===== config.mk =====
export PLATFORM = sky130hd
export DESIGN_NAME = tqsc_emit
export DESIGN_NICKNAME = d
export VERILOG_FILES = /design/src/rtl/tqsc_pkg.sv /design/src/rtl/tqsc_emit.sv
export SDC_FILE = /design/constraint.sdc
export NUM_CORES = 1
export LEC_CHECK = 0
export BUFFER_PORTS_ARGS = -buffer_cell sky130_fd_sc_hd__buf_2
export CAP_MARGIN = 20
export CORE_AREA = 2 2 331 333
export CTS_CLUSTER_DIAMETER = 200
export DETAILED_ROUTE_END_ITERATION = 10
export DIE_AREA = 0 0 333 335
export PLACE_DENSITY = 0.4
export SYNTH_ARGS = -nofsm -noshare
export SYNTH_HDL_FRONTEND = slang
export SYNTH_SLANG_ARGS = --single-unit

===== constraint.sdc =====
create_clock -name clk -period 42.8 [get_ports clk]
set_clock_uncertainty 0.1 [all_clocks]
set_input_delay 2.14 -clock clk [delete_from_list [all_inputs] [get_ports clk]]
set_output_delay 2.14 -clock clk [all_outputs]
set_load 0.02 [all_outputs]

===== src/rtl/tqsc_pkg.sv =====
package tqsc_pkg;

  localparam int COORD_WIDTH     = 32;
  localparam int SCALE_FRAC_BITS = 12;
  localparam int SCALE_WIDTH     = 16;
  localparam int COLOR_WIDTH     = 32;
  localparam int CFG_ADDR_WIDTH  = 3;
  localparam int CFG_DATA_WIDTH  = COORD_WIDTH;

  localparam int PROD_WIDTH  = COORD_WIDTH + SCALE_WIDTH + 1;
  localparam int SHIFT_WIDTH = PROD_WIDTH - SCALE_FRAC_BITS;
  localparam int REM_WIDTH   = COORD_WIDTH + 3;
  localparam int DIV_STEPS   = COORD_WIDTH + 1;

  localparam logic [CFG_ADDR_WIDTH-1:0] REG_SCALE_X     = 3'd0;
  localparam logic [CFG_ADDR_WIDTH-1:0] REG_SCALE_Y     = 3'd1;
  localparam logic [CFG_ADDR_WIDTH-1:0] REG_OFFSET_X    = 3'd2;
  localparam logic [CFG_ADDR_WIDTH-1:0] REG_OFFSET_Y    = 3'd3;
  localparam logic [CFG_ADDR_WIDTH-1:0] REG_CLIP_LEFT   = 3'd4;
  localparam logic [CFG_ADDR_WIDTH-1:0] REG_CLIP_TOP    = 3'd5;
  localparam logic [CFG_ADDR_WIDTH-1:0] REG_CLIP_RIGHT  = 3'd6;
  localparam logic [CFG_ADDR_WIDTH-1:0] REG_CLIP_BOTTOM = 3'd7;

  localparam int AXIS_X = 0;
  localparam int AXIS_Y = 1;

  localparam logic [2:0] VTX_LAST = 3'd5;
  // per vertex: pick max corner (bit k = vertex k)
  localparam logic [5:0] VTX_X_HI = 6'b011010;
  localparam logic [5:0] VTX_Y_HI = 6'b110100;

  typedef logic signed [COORD_WIDTH-1:0]   coord_t;
  typedef logic signed [COORD_WIDTH:0]     wide_t;
  typedef logic        [COORD_WIDTH:0]     uwide_t;
  typedef logic signed [COORD_WIDTH+1:0]   sum_t;
  typedef logic signed [PROD_WIDTH-1:0]    prod_t;
  typedef logic signed [SHIFT_WIDTH-1:0]   shifted_t;
  typedef logic        [REM_WIDTH-1:0]     rem_t;
  typedef logic        [SCALE_WIDTH-1:0]   scale_t;
  typedef logic        [COLOR_WIDTH-1:0]   color_t;

  localparam coord_t COORD_MAX = {1'b0, {(COORD_WIDTH-1){1'b1}}};
  localparam coord_t COORD_MIN = {1'b1, {(COORD_WIDTH-1){1'b0}}};
  localparam scale_t SCALE_ONE = scale_t'(1) << SCALE_FRAC_BITS;

  typedef struct packed {
    coord_t vmin;
    coord_t vmax;
    coord_t tmin;
    coord_t tmax;
    logic   cut;
    logic   neg;
    logic   drop;
    uwide_t mag;
    uwide_t num;
    uwide_t den;
    uwide_t rem;
    uwide_t quo;
  } axis_t;

  typedef struct packed {
    logic             valid;
    axis_t [1:0]      ax;
    coord_t           depth;
    color_t           color;
  } quad_t;

  typedef struct packed {
    logic             valid;
    prod_t [1:0]      p_lo;
    prod_t [1:0]      p_hi;
    coord_t [1:0]     t_lo;
    coord_t [1:0]     t_hi;
    coord_t           depth;
    color_t           color;
  } scaled_t;

  function automatic sum_t sx2(input coord_t v);
    sum_t r;
    begin
      r = {{2{v[COORD_WIDTH-1]}}, v};
      return r;
    end
  endfunction

  function automatic wide_t sx1(input coord_t v);
    wide_t r;
    begin
      r = {v[COORD_WIDTH-1], v};
      return r;
    end
  endfunction

  function automatic coord_t sat2(input sum_t v);
    sum_t hi;
    sum_t lo;
    begin
      hi = {3'b000, {(COORD_WIDTH-1){1'b1}}};
      lo = {3'b111, {(COORD_WIDTH-1){1'b0}}};
      if (v > hi) return COORD_MAX;
      else if (v < lo) return COORD_MIN;
      else return v[COORD_WIDTH-1:0];
    end
  endfunction

  function automatic coord_t sat_shift(input shifted_t v);
    shifted_t hi;
    shifted_t lo;
    begin
      hi = {{(SHIFT_WIDTH-COORD_WIDTH+1){1'b0}}, {(COORD_WIDTH-1){1'b1}}};
      lo = {{(SHIFT_WIDTH-COORD_WIDTH+1){1'b1}}, {(COORD_WIDTH-1){1'b0}}};
      if (v > hi) return COORD_MAX;
      else if (v < lo) return COORD_MIN;
      else return v[COORD_WIDTH-1:0];
    end
  endfunction

  function automatic prod_t mul_scale(input coord_t c, input scale_t s);
    prod_t a;
    prod_t b;
    begin
      a = {{(PROD_WIDTH-COORD_WIDTH){c[COORD_WIDTH-1]}}, c};
      b = {{(PROD_WIDTH-SCALE_WIDTH){1'b0}}, s};
      return a * b;
    end
  endfunction

  // floor shift, saturate, add offset, saturate
  function automatic coord_t scale_offset(input prod_t p, input coord_t off);
    prod_t  sh;
    coord_t sc;
    begin
      sh = p >>> SCALE_FRAC_BITS;
      sc = sat_shift(sh[SHIFT_WIDTH-1:0]);
      return sat2(sx2(sc) + sx2(off));
    end
  endfunction

  // load span magnitude, cut and size for one mul-div pass
  function automatic axis_t arm(input axis_t a, input uwide_t num);
    axis_t r;
    wide_t span;
    wide_t size;
    begin
      r    = a;
      span = sx1(a.tmax) - sx1(a.tmin);
      size = sx1(a.vmax) - sx1(a.vmin);
      r.neg = span[COORD_WIDTH];
      r.mag = span[COORD_WIDTH] ? uwide_t'(~span + 1'b1) : uwide_t'(span);
      r.num = num;
      r.den = uwide_t'(size);
      r.rem = '0;
      r.quo = '0;
      return r;
    end
  endfunction

  function automatic axis_t setup_lo(input axis_t a, input coord_t lo);
    axis_t  r;
    coord_t vmin;
    coord_t vmax;
    wide_t  c;
    begin
      vmin = a.vmin;
      vmax = a.vmax;
      c    = sx1(lo) - sx1(vmin);
      r    = arm(a, uwide_t'(c));
      r.cut  = lo > vmin;
      r.drop = a.drop | ((lo > vmin) & ~(lo < vmax));
      return r;
    end
  endfunction

  function automatic axis_t setup_hi(input axis_t a, input coord_t hi);
    axis_t  r;
    coord_t vmin;
    coord_t vmax;
    wide_t  c;
    begin
      vmin = a.vmin;
      vmax = a.vmax;
      c    = sx1(vmax) - sx1(hi);
      r    = arm(a, uwide_t'(c));
      r.cut  = vmax > hi;
      r.drop = a.drop | ((vmax > hi) & ~(vmin < hi));
      return r;
    end
  endfunction

  // one step of floor(mag * num / den), mag bit b taken msb first
  function automatic axis_t div_step(input axis_t a, input logic b);
    axis_t r;
    rem_t  t;
    rem_t  d1w;
    rem_t  d2w;
    logic  ge1;
    logic  ge2;
    rem_t  nr;
    begin
      r   = a;
      t   = {1'b0, a.rem, 1'b0} + (b ? {2'b00, a.num} : rem_t'(0));
      d1w = {2'b00, a.den};
      d2w = {1'b0, a.den, 1'b0};
      ge1 = t >= d1w;
      ge2 = t >= d2w;
      nr  = ge2 ? (t - d2w) : (ge1 ? (t - d1w) : t);
      r.rem = nr[COORD_WIDTH:0];
      r.quo = {a.quo[COORD_WIDTH-1:0], 1'b0} +
              {{(COORD_WIDTH-1){1'b0}}, ge2, ge1 & ~ge2};
      return r;
    end
  endfunction

  function automatic sum_t signed_quo(input axis_t a);
    sum_t q;
    begin
      q = {1'b0, a.quo};
      return a.neg ? -q : q;
    end
  endfunction

  function automatic axis_t apply_lo(input axis_t a, input coord_t lo);
    axis_t r;
    begin
      r = a;
      if (a.cut) begin
        r.tmin = sat2(sx2(a.tmin) + signed_quo(a));
        r.vmin = lo;
      end
      return r;
    end
  endfunction

  function automatic axis_t apply_hi(input axis_t a, input coord_t hi);
    axis_t r;
    begin
      r = a;
      if (a.cut) begin
        r.tmax = sat2(sx2(a.tmax) - signed_quo(a));
        r.vmax = hi;
      end
      return r;
    end
  endfunction

endpackage


===== src/rtl/tqsc_emit.sv =====
module tqsc_emit (
  input  logic                   clk,
  input  logic                   rst,
  input  tqsc_pkg::quad_t        item,
  output logic                   ready,
  output logic                   out_valid,
  input  logic                   out_stall,
  output tqsc_pkg::coord_t       vertex_x,
  output tqsc_pkg::coord_t       vertex_y,
  output tqsc_pkg::coord_t       vertex_z,
  output tqsc_pkg::color_t       vertex_color,
  output tqsc_pkg::coord_t       vertex_u,
  output tqsc_pkg::coord_t       vertex_v,
  output logic                   last_vertex
);

  logic            busy;
  logic [2:0]      cnt;
  tqsc_pkg::quad_t hold;
  logic            fire;
  logic            load;
  logic            xh;
  logic            yh;

  assign fire  = busy & ~out_stall;
  assign last_vertex = cnt == tqsc_pkg::VTX_LAST;
  assign ready = ~busy | (fire & last_vertex);
  assign load  = item.valid & ~(item.ax[tqsc_pkg::AXIS_X].drop |
                                item.ax[tqsc_pkg::AXIS_Y].drop) & ready;

  always_ff @(posedge clk) begin
    if (rst) begin
      busy <= 1'b0;
      cnt  <= '0;
    end else if (load) begin
      busy <= 1'b1;
      cnt  <= '0;
    end else if (fire) begin
      if (last_vertex) begin
        busy <= 1'b0;
      end else begin
        cnt <= cnt + 3'd1;
      end
    end
  end

  always_ff @(posedge clk) begin
    if (load) begin
      hold <= item;
    end
  end

  assign xh = tqsc_pkg::VTX_X_HI[cnt];
  assign yh = tqsc_pkg::VTX_Y_HI[cnt];

  assign out_valid    = busy;
  assign vertex_x     = xh ? hold.ax[tqsc_pkg::AXIS_X].vmax : hold.ax[tqsc_pkg::AXIS_X].vmin;
  assign vertex_u     = xh ? hold.ax[tqsc_pkg::AXIS_X].tmax : hold.ax[tqsc_pkg::AXIS_X].tmin;
  assign vertex_y     = yh ? hold.ax[tqsc_pkg::AXIS_Y].vmax : hold.ax[tqsc_pkg::AXIS_Y].vmin;
  assign vertex_v     = yh ? hold.ax[tqsc_pkg::AXIS_Y].tmax : hold.ax[tqsc_pkg::AXIS_Y].tmin;
  assign vertex_z     = hold.depth;
  assign vertex_color = hold.color;

endmodule


==> qor.csv <==
stage,metric,value,unit
floorplanning,Die Height,335,um
detailed_routing,Avg WL per Cell,14.8,um
sta,RSZ-0062 raised after global routing,false,
clock_tree,clk sinks,326,
yosys,net count after synthesis,1220,
setup_path,Critical R2R Launch,cnt[0],
place,RePlAce Congestion,0.729,
detailed_routing,DR pass1 iterations,6,
floorplanning,Die Footprint,0.112,mm2
place,worst slack at placement,36490,ps
floorplanning,IO Pins,855,
finish,"commonest cells after routing, fill and taps aside","buf_2 (520), edfxtp_1 (320), mux2_2 (128)",
grt,first-pass GRT wire length,50800,um
clock_tree,CTS Buffer Depth,3,
yosys,"FF+latch count, synth",326,
floorplanning,Core Footprint,0.108,mm2
setup_path,CP arrival,2910,ps
run_status,run status,"complete, no violations",
detailed_routing,post-route ant nets,0,
setup_path,Worst Setup End Kind,output port,
floorplanning,row cnt,121,
min_path,Hold Startpoint,cnt[1],
finish,layout cells sized above 1,66.9,%
place,Placed Area,0.0158,mm2
sta,final worst path period need,5150,ps
yosys,share of the synthesized area in the top cell type,80.5,%
sta,final setup margin,37650,ps
detailed_routing,M1 wire length,13900,um
setup_path,WS Path Type,input port to output port,
clock_tree,post-CTS setup buffer count,0,
detailed_routing,vias post-DR,6734,
pwr,maximum VDD drop,0.0271,mV
yosys,Area contributors post-synth,"edfxtp_1 (81%), mux2_2 (12%), buf_4 (4.0%), dfxtp_1 (1.0%), buf_2 (0.59%)",
finish,synthesis-to-layout area growth,43.8,%
sta,Final setup viols,0,
setup_path,CP Launch Type,input port,
sta,fin crit share,12.0,%
yosys,post-synthesis sequential area ratio,81.5,%
yosys,Mapped Cells,558,
place,Buffers on Ports,520,
finish,Final nets,1711,
setup_path,Reg2Reg Setup Slack,39170,ps
sta,Max Fclk,194,MHz
min_path,Hold EP,cnt[1],
min_path,hold path depth,2,
sta,Worst-Margin Slew,1060,ps
setup_path,Crit path required time,40560,ps
yosys,post-synth top area cell,edfxtp_1,
clock_tree,hold buffer count at cts,0,
clock_tree,CTS tree,yes,
pwr,leakage power,6.28,nW
yosys,Mapped Area,0.0119,mm2
sta,final hold violation count,0,
clock_tree,clk root buf,clkbuf_16,
grt,vias in the first global route,7379,
grt,largest net degree at the start of global routing,87,
sta,fin. max-slew vios,0,
finish,"most common cell after layout, fill and taps aside",buf_2,
floorplanning,Initial Util,11.0,%
detailed_routing,via/cell ratio,2.70,
detailed_routing,drt drc,0,
sta,setup TNS,0,ps
finish,final instance area,0.0172,mm2
sta,Slew headroom,29.5,%
flow_run,max-cap viol count,0,
yosys,synth warn,0,
setup_path,Reg2Reg Capture Point,vertex_z[29],
min_path,Worst Hold Class,flop to flop,
place,dpl hpwl,28300,um
clock_tree,CTS Buf Count,41,
floorplanning,Die Wd,333,um
setup_path,worst-path fanout max,3,
grt,Congestion Overflow GR,0,
detailed_routing,detailed router's first-iteration violation count,223,
grt,total global routing track utilization,6.42,%
pwr,Pwr Density,43.5,mW/mm2
clock_tree,"Clk pin slew, worst setup/hold paths",50,ps
clock_tree,cts repair resizes,0,
clock_tree,CTS H-tree lvls,2,
yosys,syn avg cell area,21.4,um2
detailed_routing,Detail Route met2 WL,17400,um
clock_tree,"Clk Latency, worst-skew pair",570,ps
setup_path,Reg2Reg Depth,6,
detailed_routing,Routed WL,37000,um
detailed_routing,highest routed layer,met5,
detailed_routing,met3 WL post-DR,4730,um
grt,initial antenna violation count,13,
yosys,Netlist cell types,21,
[report_power, final]
group	switching (mW)	internal [mW]	leakage, nW
combinational	0.0234	0.0185	2.65
sequential	0.00300	0.362	2.98
clock	0.134	0.206	0.642
[final cells by class]
| class | instances | area, um2 |
|---|---|---|
| fillers | 12000 | 90900 |
| flip-flops and latches | 326 | 9740 |
| repair buffers | 526 | 2660 |
| well taps | 1414 | 1770 |
| multi-input cells | 152 | 1660 |
| clock buffers | 49 | 1100 |
| clock inverters | 22 | 218 |
| diodes | 6 | 15.0 |
| inverters | 2 | 7.51 |
[through the flow]
stage / std cells / utilization (%) / power [mW] / hold slack [ps]
CTS: 2490 / 15.8 / 0.768 / 409
floorplan: 558 / - / 0.396 / 366
detailed placement: 2419 / 14.6 / 0.415 / 401
global route: 2494 / 15.9 / 0.782 / 438
global placement: 2419 / 14.6 / 0.414 / 396
finish: 2497 / 15.9 / 0.747 / 406
[cells in the mapped netlist]
library cell	n
a21oi_1	3
a31oi_1	1
buf_2	14
buf_4	64
dfxtp_1	6
edfxtp_1	320
ha_1	2
inv_1	2
mux2_2	128
mux2i_4	1
nand2_1	3
nand2b_1	1
nand3b_1	3
nand3b_4	1
nor2_1	2
nor2_2	1
or2_2	2
or3b_1	1
or3b_2	1
xnor3_1	1
xor2_1	1
[kinds of logic after synthesis]
kind of cell | count (synthesis) | share of synthesized area, %
adders and majority gates | 2 | 0.210
AOI/OAI and AO/OA | 4 | 0.178
DFF | 326 | 81.5
and+or+nand+nor | 15 | 0.870
buffers and inverters | 80 | 4.68
xor gates and xnor gates | 2 | 0.262
muxes | 129 | 12.3
[state kept, by name (all words and copies together), names as in the netlist]
name and cells:
vertex_color 32, out_valid 1, yh 1, hold 256, xh 1, vertex_z 32
cnt 3
[how the worst max path moves through the flow]
stage              start         endpoint  slack [ps]  cells after the start
2_1_floorplan  item[525]           cnt[0]       22720                      4
4_1_cts        item[525]        hold[589]       37150                      5
5_1_grt        item[525]        hold[647]       37520                      6
3_3_place_gp   item[525]  vertex_color[2]       36620                      5
6_report       out_stall            ready       37650                      4
3_5_place_dp   item[525]        hold[589]       36490                      5
[layer usage]
| metal | up-vias | track usage, % |
|---|---|---|
| met3 | 64 | 3.91 |
| li1 | 3094 | - |
| met1 | 3150 | 6.78 |
| met5 | - | 0 |
| met4 | 18 | 2.12 |
| met2 | 408 | 10.5 |
[worst max-delay path, cell delays in order]
cell	delay, ps
buf_2	110
nand3b_1	220
nand2_1	120
buf_2	300
Note: power is estimated with default switching activity, not from simulation.
